## src/rtl/atn_pkg.sv

```systemverilog
// ----------------------------------------------------------------------------
// atn_pkg: shared types and constants of the adaptive threshold neuron
// Register indexes, channel word types, sequencer states and the Q0.16
// sigmoid table used to slide the firing level.
// ----------------------------------------------------------------------------
`default_nettype none

package atn_pkg;

   localparam int SPIKE_WIDTH     = 16;
   localparam int LEVEL_WIDTH     = 16;
   localparam int COUNT_WIDTH     = 16;
   localparam int THRESH_WIDTH    = 15;
   localparam int ACTIVE_WIDTH    = 5;
   localparam int POP_WIDTH       = 5;
   localparam int CSR_INDEX_WIDTH = 8;
   localparam int CSR_DATA_WIDTH  = 16;

   // Cell geometry
   localparam int INPUT_COUNT  = 16;
   localparam int SIGMOID_SPAN = 32;

   // Register indexes on the configuration channel
   localparam logic [CSR_INDEX_WIDTH-1:0] REG_LEARN_THRESHOLD = 8'd0;
   localparam logic [CSR_INDEX_WIDTH-1:0] REG_MIN_LEVEL       = 8'd1;
   localparam logic [CSR_INDEX_WIDTH-1:0] REG_MAX_LEVEL       = 8'd2;
   localparam logic [CSR_INDEX_WIDTH-1:0] REG_ACTIVE_INPUTS   = 8'd3;

   localparam logic [ACTIVE_WIDTH-1:0] ACTIVE_INPUTS_RESET = 5'd16;

   // Sigmoid argument clamp, taken from the span
   localparam logic signed [17:0] SIG_LO = 18'(-(SIGMOID_SPAN / 2));
   localparam logic signed [17:0] SIG_HI = 18'((SIGMOID_SPAN / 2) - 1);
   localparam logic signed [17:0] TABLE_LO = -18'sd16;
   localparam logic signed [17:0] TABLE_HI = 18'sd15;

   typedef enum logic [1:0] {
      ST_IDLE,
      ST_LEVEL,
      ST_SCALE,
      ST_UPDATE
   } atn_state_type;

   typedef struct packed {
      logic [THRESH_WIDTH-1:0] learn_threshold;
      logic [LEVEL_WIDTH-1:0]  min_level;
      logic [LEVEL_WIDTH-1:0]  max_level;
      logic [ACTIVE_WIDTH-1:0] active_inputs;
   } atn_cfg_type;

   typedef struct packed {
      logic                   fire;
      logic                   above_level;
      logic                   learned_hit;
      logic                   adapted_flag;
      logic [COUNT_WIDTH-1:0] learn_count_out;
      logic [COUNT_WIDTH-1:0] repeat_count_out;
   } atn_result_type;

   // 1/(1+e^x) in Q0.16 for x = -16 .. 15
   function automatic logic [LEVEL_WIDTH-1:0] sig_table(input logic [4:0] idx);
      logic [LEVEL_WIDTH-1:0] v;
      unique case (idx)
         5'd0:  v = 16'd65535;
         5'd1:  v = 16'd65535;
         5'd2:  v = 16'd65535;
         5'd3:  v = 16'd65535;
         5'd4:  v = 16'd65535;
         5'd5:  v = 16'd65535;
         5'd6:  v = 16'd65533;
         5'd7:  v = 16'd65528;
         5'd8:  v = 16'd65514;
         5'd9:  v = 16'd65476;
         5'd10: v = 16'd65374;
         5'd11: v = 16'd65097;
         5'd12: v = 16'd64357;
         5'd13: v = 16'd62428;
         5'd14: v = 16'd57724;
         5'd15: v = 16'd47911;
         5'd16: v = 16'd32768;
         5'd17: v = 16'd17625;
         5'd18: v = 16'd7812;
         5'd19: v = 16'd3108;
         5'd20: v = 16'd1179;
         5'd21: v = 16'd439;
         5'd22: v = 16'd162;
         5'd23: v = 16'd60;
         5'd24: v = 16'd22;
         5'd25: v = 16'd8;
         5'd26: v = 16'd3;
         5'd27: v = 16'd1;
         5'd28: v = 16'd0;
         5'd29: v = 16'd0;
         5'd30: v = 16'd0;
         5'd31: v = 16'd0;
      endcase
      return v;
   endfunction

   // Clamp to the span, saturate outside the table, else look up
   function automatic logic [LEVEL_WIDTH-1:0] sigmoid_q16(input logic signed [17:0] x);
      logic signed [17:0] xc;
      logic [17:0]        idx;
      xc = x;
      if (xc < SIG_LO) xc = SIG_LO;
      if (xc > SIG_HI) xc = SIG_HI;
      idx = 18'(xc - TABLE_LO);
      if (xc < TABLE_LO) begin
         return 16'hFFFF;
      end else if (xc > TABLE_HI) begin
         return 16'h0000;
      end else begin
         return sig_table(idx[4:0]);
      end
   endfunction

endpackage

`default_nettype wire

```

## src/rtl/atn_ifs.sv

```systemverilog
// ----------------------------------------------------------------------------
// atn_ifs: channel interfaces of the adaptive threshold neuron
// Tick request, tick response and register write channels, valid/ready.
// ----------------------------------------------------------------------------
`default_nettype none

interface atn_req_if;
   logic                             valid;
   logic                             ready;
   logic [atn_pkg::SPIKE_WIDTH-1:0]  spike_bits;
   logic                             inhibit;

   modport source (output valid, output spike_bits, output inhibit, input ready);
   modport sink   (input valid, input spike_bits, input inhibit, output ready);
endinterface

interface atn_rsp_if;
   logic                             valid;
   logic                             ready;
   logic                             fire;
   logic                             above_level;
   logic                             learned_hit;
   logic                             adapted_flag;
   logic [atn_pkg::COUNT_WIDTH-1:0]  learn_count_out;
   logic [atn_pkg::COUNT_WIDTH-1:0]  repeat_count_out;

   modport source (output valid, output fire, output above_level, output learned_hit,
                   output adapted_flag, output learn_count_out, output repeat_count_out,
                   input ready);
   modport sink   (input valid, input fire, input above_level, input learned_hit,
                   input adapted_flag, input learn_count_out, input repeat_count_out,
                   output ready);
endinterface

interface atn_csr_if;
   logic                                 valid;
   logic                                 ready;
   logic [atn_pkg::CSR_INDEX_WIDTH-1:0]  index;
   logic [atn_pkg::CSR_DATA_WIDTH-1:0]   data;

   modport source (output valid, output index, output data, input ready);
   modport sink   (input valid, input index, input data, output ready);
endinterface

`default_nettype wire

```

## src/rtl/atn_core.sv

```systemverilog
// ----------------------------------------------------------------------------
// atn_core: tick sequencer and shared multiplier
// Looks up the sigmoid on acceptance, then runs the level and scale products
// through one 16x16 multiplier and commits the cell state on the last step.
// ----------------------------------------------------------------------------
`default_nettype none

module atn_core (
   input  wire logic                            clock,
   input  wire logic                            reset,
   input  wire atn_pkg::atn_cfg_type            cfg,
   input  wire logic                            item_valid,
   output logic                                 item_ready,
   input  wire logic [atn_pkg::SPIKE_WIDTH-1:0] item_spike_bits,
   input  wire logic                            item_inhibit,
   output logic                                 result_valid,
   input  wire logic                            result_ready,
   output atn_pkg::atn_result_type              result
);

   localparam int N_MAX = (atn_pkg::INPUT_COUNT < atn_pkg::SPIKE_WIDTH) ?
                          atn_pkg::INPUT_COUNT : atn_pkg::SPIKE_WIDTH;
   localparam int LW = atn_pkg::LEVEL_WIDTH;
   localparam int CW = atn_pkg::COUNT_WIDTH;
   localparam int SCALE_WIDTH = LW + atn_pkg::POP_WIDTH;

   atn_pkg::atn_state_type state_ff, state_in;

   logic [CW-1:0] learn_count_ff, learn_count_in;
   logic [CW-1:0] repeat_count_ff, repeat_count_in;
   logic          adapted_ff, adapted_in;
   logic          output_hold_ff, output_hold_in;

   logic [LW-1:0]                    sig_ff, sig_in;
   logic [atn_pkg::POP_WIDTH-1:0]    pop_ff, pop_in;
   logic                             inhibit_ff, inhibit_in;
   logic [LW-1:0]                    level_ff, level_in;
   logic [SCALE_WIDTH-1:0]           scaled_ff, scaled_in;

   logic [atn_pkg::ACTIVE_WIDTH-1:0] n_eff;
   logic [atn_pkg::SPIKE_WIDTH-1:0]  masked;
   logic [atn_pkg::POP_WIDTH-1:0]    pop_now;
   logic signed [17:0]               sig_arg;
   logic                             level_up;
   logic [LW-1:0]                    level_span;
   logic [LW-1:0]                    mul_a, mul_b;
   logic [2*LW-1:0]                  product, rounded;
   logic [LW-1:0]                    level_new;
   logic                             above;
   logic [CW-1:0]                    learn_next;
   logic                             hit;

   // Operand conditioning and the shared multiplier
   always_comb begin
      if (cfg.active_inputs == '0) begin
         n_eff = atn_pkg::ACTIVE_WIDTH'(1);
      end else if (cfg.active_inputs > atn_pkg::ACTIVE_WIDTH'(N_MAX)) begin
         n_eff = atn_pkg::ACTIVE_WIDTH'(N_MAX);
      end else begin
         n_eff = cfg.active_inputs;
      end
      for (int i = 0; i < atn_pkg::SPIKE_WIDTH; i++) begin
         masked[i] = item_spike_bits[i] && (atn_pkg::ACTIVE_WIDTH'(i) < n_eff);
      end
      pop_now = '0;
      for (int i = 0; i < atn_pkg::SPIKE_WIDTH; i++) begin
         pop_now = pop_now + atn_pkg::POP_WIDTH'(masked[i]);
      end

      // learn_count minus twice the learn threshold
      sig_arg = $signed({2'b00, learn_count_ff}) - $signed({2'b00, cfg.learn_threshold, 1'b0});

      level_up   = cfg.max_level >= cfg.min_level;
      level_span = level_up ? (cfg.max_level - cfg.min_level)
                            : (cfg.min_level - cfg.max_level);

      if (state_ff == atn_pkg::ST_SCALE) begin
         mul_a = level_ff;
         mul_b = LW'(n_eff);
      end else begin
         mul_a = sig_ff;
         mul_b = level_span;
      end
      product = mul_a * mul_b;

      // round to nearest; cannot carry out of 32 bits
      rounded   = product + (2*LW)'(32768);
      level_new = level_up ? (cfg.min_level + rounded[2*LW-1:LW])
                           : (cfg.min_level - rounded[2*LW-1:LW]);

      above = {pop_ff, {LW{1'b0}}} >= scaled_ff;
      if (above && (learn_count_ff != {CW{1'b1}})) begin
         learn_next = learn_count_ff + CW'(1);
      end else begin
         learn_next = learn_count_ff;
      end
      hit = above && (learn_next >= CW'(cfg.learn_threshold));
   end

   // Sequencer
   always_comb begin
      state_in        = state_ff;
      learn_count_in  = learn_count_ff;
      repeat_count_in = repeat_count_ff;
      adapted_in      = adapted_ff;
      output_hold_in  = output_hold_ff;
      sig_in          = sig_ff;
      pop_in          = pop_ff;
      inhibit_in      = inhibit_ff;
      level_in        = level_ff;
      scaled_in       = scaled_ff;
      item_ready      = 1'b0;
      result_valid    = 1'b0;

      unique case (state_ff)
         atn_pkg::ST_IDLE: begin
            item_ready = 1'b1;
            if (item_valid) begin
               sig_in     = atn_pkg::sigmoid_q16(sig_arg);
               pop_in     = pop_now;
               inhibit_in = item_inhibit;
               state_in   = atn_pkg::ST_LEVEL;
            end
         end
         atn_pkg::ST_LEVEL: begin
            level_in = level_new;
            state_in = atn_pkg::ST_SCALE;
         end
         atn_pkg::ST_SCALE: begin
            scaled_in = product[SCALE_WIDTH-1:0];
            state_in  = atn_pkg::ST_UPDATE;
         end
         atn_pkg::ST_UPDATE: begin
            result_valid = 1'b1;
            // hold here until the output register can take the word
            if (result_ready) begin
               learn_count_in = learn_next;
               if (hit) begin
                  adapted_in = 1'b1;
                  if (repeat_count_ff != {CW{1'b1}}) begin
                     repeat_count_in = repeat_count_ff + CW'(1);
                  end
               end
               if (inhibit_ff) begin
                  output_hold_in = 1'b0;
               end else if (hit) begin
                  output_hold_in = 1'b1;
               end
               state_in = atn_pkg::ST_IDLE;
            end
         end
         default: begin
            state_in = atn_pkg::ST_IDLE;
         end
      endcase

      result.fire             = inhibit_ff ? 1'b0 : (hit | output_hold_ff);
      result.above_level      = above;
      result.learned_hit      = hit;
      result.adapted_flag     = adapted_ff | hit;
      result.learn_count_out  = learn_next;
      result.repeat_count_out = (hit && (repeat_count_ff != {CW{1'b1}})) ?
                                (repeat_count_ff + CW'(1)) : repeat_count_ff;
   end

   always_ff @(posedge clock) begin
      if (reset) begin
         state_ff        <= atn_pkg::ST_IDLE;
         learn_count_ff  <= '0;
         repeat_count_ff <= '0;
         adapted_ff      <= 1'b0;
         output_hold_ff  <= 1'b0;
      end else begin
         state_ff        <= state_in;
         learn_count_ff  <= learn_count_in;
         repeat_count_ff <= repeat_count_in;
         adapted_ff      <= adapted_in;
         output_hold_ff  <= output_hold_in;
      end
   end

   always_ff @(posedge clock) begin
      sig_ff     <= sig_in;
      pop_ff     <= pop_in;
      inhibit_ff <= inhibit_in;
      level_ff   <= level_in;
      scaled_ff  <= scaled_in;
   end

   // Cell state moves only on the commit step
   assert property (@(posedge clock) disable iff (reset)
      !(state_ff == atn_pkg::ST_UPDATE && result_ready) |=>
         $stable(learn_count_ff) && $stable(repeat_count_ff))
      else $error("cell counters changed outside a commit");

   assert property (@(posedge clock) disable iff (reset)
      adapted_ff |=> adapted_ff)
      else $error("adapted flag dropped");

   assert property (@(posedge clock) disable iff (reset)
      (repeat_count_ff != '0) |-> adapted_ff)
      else $error("repeat count moved on a cell that never adapted");

   assert property (@(posedge clock) disable iff (reset)
      output_hold_ff |-> adapted_ff)
      else $error("output set on a cell that never adapted");

endmodule

`default_nettype wire

```

## src/rtl/adaptive_threshold_neuron.sv

```systemverilog
// ----------------------------------------------------------------------------
// adaptive_threshold_neuron: spiking cell with a sigmoidally adapting level
// Configuration registers, output register and the tick sequencer.
// ----------------------------------------------------------------------------
// Usage
//   req_port carries one network tick per word: spike_bits and inhibit.
//   rsp_port returns one word per tick: fire, above_level, learned_hit,
//   adapted_flag and the two counters after the update.
//   csr_port writes learn_threshold (0), min_level (1), max_level (2) and
//   active_inputs (3); other indexes are ignored. Always ready. Write only
//   while no tick is in flight.
// Timing
//   A tick runs through the accept step (sigmoid lookup and spike count),
//   the level product, the scale product and the compare/commit step. Both
//   products share one 16x16 multiplier, so they take separate steps. The
//   response enters the output register at commit; req_port.ready is low
//   from acceptance until commit.
//   The response sits in an output register. A stalled receiver holds the
//   next tick in its commit step until that register frees.
// Reset
//   Synchronous: counters, flags and configuration registers clear, active_inputs goes to
//   16, the output register empties.
// ----------------------------------------------------------------------------
`default_nettype none

module adaptive_threshold_neuron (
   input  wire logic clock,
   input  wire logic reset,
   atn_req_if.sink   req_port,
   atn_rsp_if.source rsp_port,
   atn_csr_if.sink   csr_port
);

   atn_pkg::atn_cfg_type    cfg_ff, cfg_in;
   atn_pkg::atn_result_type rsp_data_ff, rsp_data_in;
   atn_pkg::atn_result_type result;
   logic                    rsp_valid_ff, rsp_valid_in;
   logic                    item_ready;
   logic                    result_valid;
   logic                    result_ready;

   assign csr_port.ready = 1'b1;

   always_comb begin
      cfg_in = cfg_ff;
      if (csr_port.valid) begin
         unique case (csr_port.index)
            atn_pkg::REG_LEARN_THRESHOLD:
               cfg_in.learn_threshold = csr_port.data[atn_pkg::THRESH_WIDTH-1:0];
            atn_pkg::REG_MIN_LEVEL:
               cfg_in.min_level = csr_port.data[atn_pkg::LEVEL_WIDTH-1:0];
            atn_pkg::REG_MAX_LEVEL:
               cfg_in.max_level = csr_port.data[atn_pkg::LEVEL_WIDTH-1:0];
            atn_pkg::REG_ACTIVE_INPUTS:
               cfg_in.active_inputs = csr_port.data[atn_pkg::ACTIVE_WIDTH-1:0];
            default: begin
               // unknown index: drop the write
            end
         endcase
      end
   end

   atn_core u_core (
      .clock           (clock),
      .reset           (reset),
      .cfg             (cfg_ff),
      .item_valid      (req_port.valid),
      .item_ready      (item_ready),
      .item_spike_bits (req_port.spike_bits),
      .item_inhibit    (req_port.inhibit),
      .result_valid    (result_valid),
      .result_ready    (result_ready),
      .result          (result)
   );

   assign req_port.ready = item_ready;

   // Output register: take a new word when empty or being emptied
   assign result_ready = !rsp_valid_ff || rsp_port.ready;

   always_comb begin
      rsp_valid_in = rsp_valid_ff;
      rsp_data_in  = rsp_data_ff;
      if (result_valid && result_ready) begin
         rsp_valid_in = 1'b1;
         rsp_data_in  = result;
      end else if (rsp_port.ready) begin
         rsp_valid_in = 1'b0;
      end
   end

   always_ff @(posedge clock) begin
      if (reset) begin
         cfg_ff.learn_threshold <= '0;
         cfg_ff.min_level       <= '0;
         cfg_ff.max_level       <= '0;
         cfg_ff.active_inputs   <= atn_pkg::ACTIVE_INPUTS_RESET;
         rsp_valid_ff           <= 1'b0;
      end else begin
         cfg_ff                 <= cfg_in;
         rsp_valid_ff           <= rsp_valid_in;
      end
   end

   always_ff @(posedge clock) begin
      rsp_data_ff <= rsp_data_in;
   end

   assign rsp_port.valid            = rsp_valid_ff;
   assign rsp_port.fire             = rsp_data_ff.fire;
   assign rsp_port.above_level      = rsp_data_ff.above_level;
   assign rsp_port.learned_hit      = rsp_data_ff.learned_hit;
   assign rsp_port.adapted_flag     = rsp_data_ff.adapted_flag;
   assign rsp_port.learn_count_out  = rsp_data_ff.learn_count_out;
   assign rsp_port.repeat_count_out = rsp_data_ff.repeat_count_out;

endmodule

`default_nettype wire
```

## src/flat_wrapper.sv

```systemverilog
// flat-port wrapper written by rule: the top's interface ports become plain ports
module adaptive_threshold_neuron_flat 
  (clock, reset, req_port_valid, req_port_spike_bits, req_port_inhibit, req_port_ready, rsp_port_valid, rsp_port_fire, rsp_port_above_level, rsp_port_learned_hit, rsp_port_adapted_flag, rsp_port_learn_count_out, rsp_port_repeat_count_out, rsp_port_ready, csr_port_valid, csr_port_index, csr_port_data, csr_port_ready);
  atn_req_if req_port_i ();
  atn_rsp_if rsp_port_i ();
  atn_csr_if csr_port_i ();
  input  wire logic clock;
  input  wire logic reset;
  input wire logic [$bits(req_port_i.valid)-1:0] req_port_valid;
  input wire logic [$bits(req_port_i.spike_bits)-1:0] req_port_spike_bits;
  input wire logic [$bits(req_port_i.inhibit)-1:0] req_port_inhibit;
  output wire logic [$bits(req_port_i.ready)-1:0] req_port_ready;
  output wire logic [$bits(rsp_port_i.valid)-1:0] rsp_port_valid;
  output wire logic [$bits(rsp_port_i.fire)-1:0] rsp_port_fire;
  output wire logic [$bits(rsp_port_i.above_level)-1:0] rsp_port_above_level;
  output wire logic [$bits(rsp_port_i.learned_hit)-1:0] rsp_port_learned_hit;
  output wire logic [$bits(rsp_port_i.adapted_flag)-1:0] rsp_port_adapted_flag;
  output wire logic [$bits(rsp_port_i.learn_count_out)-1:0] rsp_port_learn_count_out;
  output wire logic [$bits(rsp_port_i.repeat_count_out)-1:0] rsp_port_repeat_count_out;
  input wire logic [$bits(rsp_port_i.ready)-1:0] rsp_port_ready;
  input wire logic [$bits(csr_port_i.valid)-1:0] csr_port_valid;
  input wire logic [$bits(csr_port_i.index)-1:0] csr_port_index;
  input wire logic [$bits(csr_port_i.data)-1:0] csr_port_data;
  output wire logic [$bits(csr_port_i.ready)-1:0] csr_port_ready;
  assign req_port_i.valid = req_port_valid;
  assign req_port_i.spike_bits = req_port_spike_bits;
  assign req_port_i.inhibit = req_port_inhibit;
  assign req_port_ready = req_port_i.ready;
  assign rsp_port_valid = rsp_port_i.valid;
  assign rsp_port_fire = rsp_port_i.fire;
  assign rsp_port_above_level = rsp_port_i.above_level;
  assign rsp_port_learned_hit = rsp_port_i.learned_hit;
  assign rsp_port_adapted_flag = rsp_port_i.adapted_flag;
  assign rsp_port_learn_count_out = rsp_port_i.learn_count_out;
  assign rsp_port_repeat_count_out = rsp_port_i.repeat_count_out;
  assign rsp_port_i.ready = rsp_port_ready;
  assign csr_port_i.valid = csr_port_valid;
  assign csr_port_i.index = csr_port_index;
  assign csr_port_i.data = csr_port_data;
  assign csr_port_ready = csr_port_i.ready;
  adaptive_threshold_neuron u_core (.clock(clock), .reset(reset), .req_port(req_port_i), .rsp_port(rsp_port_i), .csr_port(csr_port_i));
endmodule
```

## config.mk

```make
export PLATFORM = sky130hd
export DESIGN_NAME = adaptive_threshold_neuron_flat
export DESIGN_NICKNAME = d
export VERILOG_FILES = /design/src/rtl/atn_pkg.sv /design/src/rtl/atn_ifs.sv /design/src/rtl/atn_core.sv /design/src/rtl/adaptive_threshold_neuron.sv /design/src/flat_wrapper.sv
export SDC_FILE = /design/constraint.sdc
export NUM_CORES = 1
export LEC_CHECK = 0
export ABC_AREA = 1
export BUFFER_PORTS_ARGS = -buffer_cell sky130_fd_sc_hd__buf_4
export CORE_MARGIN = 2
export CORE_UTILIZATION = 65
export DETAILED_ROUTE_END_ITERATION = 8
export HOLD_SLACK_MARGIN = 0.05
export PLACE_DENSITY = 0.85
export SLEW_MARGIN = 20
export SYNTH_ARGS = -nofsm -noshare
export SYNTH_HDL_FRONTEND = slang
export SYNTH_SLANG_ARGS = --single-unit
```

## constraint.sdc

```tcl
create_clock -name clock -period 22.4 [get_ports clock]
set_input_delay 4.48 -clock clock [delete_from_list [all_inputs] [get_ports clock]]
set_output_delay 4.48 -clock clock [all_outputs]
set_load 0.02 [all_outputs]
```

==> impl_summary.txt <==
----------------------------------------------------
[CTS]
  H-tree depth ... 4
  CTS root buffer ... sky130_fd_sc_hd__clkbuf_16
  Num Clock Sinks ... 182
  Number of buffers created by CTS ... 17
  Number of buffers added to fix hold violations after cts ... 0
  Clock transition time at the flip-flop clock pins of the worst setup and hold paths ... 0.08 ns
  Number of setup buffers added after CTS ... 0
  CTS tree ... done
  Bufs on Longest Clock Path ... 2
  Worst-Skew Late Latency ... 0.45 ns
  Number of instances resized during post-cts repair ... 0

[Worst setup path]
  Element type at the critical path end ... flip-flop
  Crit Path Max Fanout ... 24
  Worst path required time ... 22.60 ns
  Dominant cell type by count on the critical path ... sky130_fd_sc_hd__nand2_1
  Endpoint arrival time on the critical path ... 11.75 ns
  Last element of the critical path ... u_core.u_core.level_ff[14]$_DFFE_PN_
  Endpoint of the lowest-slack register-to-register path ... u_core.u_core.level_ff[14]$_DFFE_PN_
  CP startpoint kind ... flip-flop
  Critical R2R Launch ... u_core.cfg_ff[8]$_SDFFE_PP0P_
  Number of stages on the worst setup path ... 53
  Buf+Inv Stages, Crit Path ... 8
  Critical path class ... flip-flop to flip-flop
  Kind of cell with the highest combined delay on the critical path ... adder cells
  Beginning of the critical path ... u_core.cfg_ff[8]$_SDFFE_PP0P_
  Slowest stage delay, CP ... 0.58 ns
  Cells on worst reg2reg path ... 53
  Worst reg2reg setup slack ... 10.86 ns
  Slowest cell on crit path ... sky130_fd_sc_hd__fa_1

[Detailed routing]
  Vias post-DR ... 19576
  Vias per std cell ... 5.61
  Detailed route wirelength on metal3 ... 4100 µm
  Metal-1 WL ... 24300 µm
  Antenna viol nets, final ... 0
  Uppermost signal routing layer after detailed routing ... met4
  Remaining routing DRC violations ... 0
  Detailed router's first-iteration violation count ... 1461
  Total detailed-routing wirelength ... 62900 µm
  Pre-Repair DR Iteration Count ... 5
  Routed length per placed instance ... 18.0 µm
  Met2 Routed Length ... 30800 µm

[Timing]
  Number of hold-slack violations in the final timing report ... 0
  Max-slew violation count ... 0
  Max_slew headroom ... 0.261
  Sum of negative setup slack ... 0 ns
  Count of final setup violators ... 0
  Transition at the pin with the smallest max-transition slack ... 1.10 ns
  Final setup skew ... 0.0144 ns
  RSZ-0062 raised after global routing ... false
  Period minus WS final ... 11.54 ns
  Highest clock frequency the design can meet ... 86.6 MHz
  Fin crit share ... 0.515

[Floorplanning]
  Standard-cell rows ... 67
  Initial core utilization ... 0.660
  Floorplan core area ... 33500 µm²
  Width of the die ... 189 µm
  Number of placed I/O pins ... 85
  Die area ... 35500 µm²
  Die height ... 189 µm

[Cells and area]
  Synth-to-layout area growth ... 7.22%
  Final core utilization ... 0.708
  Fillcell total ... 2822
  Final cell count without fillers ... 3487
  Most frequent standard cell in the layout excluding fill and tap cells ... sky130_fd_sc_hd__inv_1
  Net count of the finished layout ... 3487
  Antenna Diode Count ... 0
  Layout cells sized above 1 ... 0.0760
  Most frequent cells in the layout ... sky130_fd_sc_hd__inv_1 (628), sky130_fd_sc_hd__nand2_1 (620), sky130_fd_sc_hd__nor2_1 (294)

[Global routing]
  Antenna violations before repair ... 0
  Gr usage total ... 0.363
  Wire length of the first global-routing pass ... 101000 µm
  Overflow after GRT ... 0
  Vias in the first global route ... 19725
  Pin count of the biggest net entering global routing ... 79

[Synthesis]
  EDFF count, synth ... 93
  Synthesized netlist cell count ... 2972
  Post-Synthesis Cell Area ... 22100 µm²
  Biggest area consumer among synthesized cells ... sky130_fd_sc_hd__fa_1
  Synth async-reset ratio ... 0
  Ys Warns ... 0
  Ranking of synthesized cells by area ... sky130_fd_sc_hd__fa_1 (19%), sky130_fd_sc_hd__edfxtp_1 (13%), sky130_fd_sc_hd__ha_1 (12%)
  Total nets after synthesis ... 3433
  Number of flip-flops and latches in the synthesized netlist ... 182
  Share of synthesized area occupied by flip-flops and latches ... 0.207
  Number of distinct library cells after synthesis ... 61
  Share of Yosys cell area claimed by the top area cell type ... 0.188
  Prevailing post-synth register cell ... sky130_fd_sc_hd__edfxtp_1
  Syn_area_per_cell ... 7.45 µm²

[Hold path]
  Min-delay worst type ... flip-flop to flip-flop
  Origin of the worst min-delay path ... u_core.u_core.output_hold_ff$_SDFFE_PP0P_

[Place]
  Estimated wirelength of the detail-placed design ... 51900 µm
  Last weighted congestion value of the routability-driven placer ... 1.02
  PortBufs ... 83
  Number of placed instances with taps included ... 3454

[Power and ir drop]
  LEAKAGE ... 12.6 nW
  Worst vdd rail ir drop ... 0.0000786 V
  Power Density ... 135 nW/µm²

[Run]
  Number of max-capacitance violations reported ... 0

[Status]
  Status ... completed

----------------------------------------------------
stage by stage:
stage | hold WS [ns] | area, µm² | total power [W] | setup WS [ns]
after global routing | 0.495 | 23700 | 0.00348 | 9.89
final | 0.468 | 23700 | 0.00320 | 10.86
after CTS | 0.470 | 23700 | 0.00318 | 10.98
after floorplan | 0.431 | 22100 | 0.00219 | 12.79
after detailed placement | 0.461 | 23100 | 0.00286 | 11.03
after global placement | 0.439 | 23100 | 0.00282 | 11.19
cell usage after synthesis (8+ instances only):
cell	count
sky130_fd_sc_hd__o211ai_1	9
sky130_fd_sc_hd__nand2_2	27
sky130_fd_sc_hd__o21ai_1	20
sky130_fd_sc_hd__buf_2	13
sky130_fd_sc_hd__nor3_1	19
sky130_fd_sc_hd__xor2_1	74
sky130_fd_sc_hd__fa_1	208
sky130_fd_sc_hd__a21oi_1	159
sky130_fd_sc_hd__dfxtp_1	89
sky130_fd_sc_hd__clkinv_1	8
sky130_fd_sc_hd__inv_2	14
sky130_fd_sc_hd__nor2_4	8
sky130_fd_sc_hd__edfxtp_1	93
sky130_fd_sc_hd__xnor2_1	22
sky130_fd_sc_hd__inv_1	628
sky130_fd_sc_hd__clkbuf_1	44
sky130_fd_sc_hd__nand2_1	620
sky130_fd_sc_hd__nor2_1	295
sky130_fd_sc_hd__o21ai_0	136
sky130_fd_sc_hd__nand3_1	124
sky130_fd_sc_hd__nor2_2	16
sky130_fd_sc_hd__nand4_1	39
sky130_fd_sc_hd__ha_1	207
sky130_fd_sc_hd__nand3_2	8
metal layers:
| metal | vias to the layer above | GRT usage |
|---|---|---|
| met5 | - | 0 |
| met4 | 0 | 0.185 |
| li1 | 9322 | - |
| met2 | 756 | 0.639 |
| met1 | 9296 | 0.431 |
| met3 | 202 | 0.0553 |
layout make-up:
| cell class | count | area (µm²) | area share |
|---|---|---|---|
| Tap cell | 448 | 561 | 0.0236 |
| Clock inverter | 13 | 138 | 0.00580 |
| Inverter | 650 | 2440 | 0.103 |
| Timing Repair Buffer | 100 | 754 | 0.0318 |
| Clock buffer | 19 | 443 | 0.0187 |
| Sequential cell | 182 | 4570 | 0.193 |
| Multi-Input combinational cell | 2075 | 14800 | 0.624 |
state kept, by name (all words and copies together), names as in the netlist, 2 cells and up:
register	count
u_core.cfg_ff	52
u_core.rsp_port.learn_count_out	16
u_core.rsp_port.repeat_count_out	16
u_core.u_core.learn_count_ff	16
u_core.u_core.level_ff	16
u_core.u_core.pop_ff	5
u_core.u_core.repeat_count_ff	16
u_core.u_core.scaled_ff	21
u_core.u_core.sig_ff	14
u_core.u_core.state_ff	2
tightest hold or removal path, stage by stage, from the launching register on:
cell and delay [ns]:
sky130_fd_sc_hd__dfxtp_1 0.30, sky130_fd_sc_hd__inv_1 0.06, sky130_fd_sc_hd__a21oi_1 0.06
worst min-delay path by stage:
stage / slack, ns / cells past startpoint / end
finish: 0.47 / 2 / u_core.u_core.output_hold_ff$_SDFFE_PP0P_
global route: 0.50 / 2 / u_core.u_core.adapted_ff$_SDFFE_PP0P_
CTS: 0.47 / 2 / u_core.u_core.output_hold_ff$_SDFFE_PP0P_
detailed placement: 0.46 / 2 / u_core.u_core.output_hold_ff$_SDFFE_PP0P_
global placement: 0.44 / 2 / u_core.u_core.output_hold_ff$_SDFFE_PP0P_
floorplan: 0.43 / 2 / u_core.u_core.output_hold_ff$_SDFFE_PP0P_
power by group:
group | leakage, nW | total [W] | internal [W] | switching (W)
Sequential | 1.60 | 0.000545 | 0.000501 | 0.0000435
Clock | 0.281 | 0.000298 | 0.000151 | 0.000147
Combinational | 10.7 | 0.00236 | 0.000728 | 0.00163
Total | 12.6 | 0.00320 | 0.00138 | 0.00182
cell families after synthesis:
logic type | synth area share
DFF | 0.207
buffers and inverters | 0.124
other | 0.000169
muxes | 0.000452
xor gates and xnor gates | 0.0392
AOI/OAI and AO/OA | 0.0905
and+or+nand+nor | 0.233
adders and majority gates | 0.305
Power figures use the tool's default switching activity.
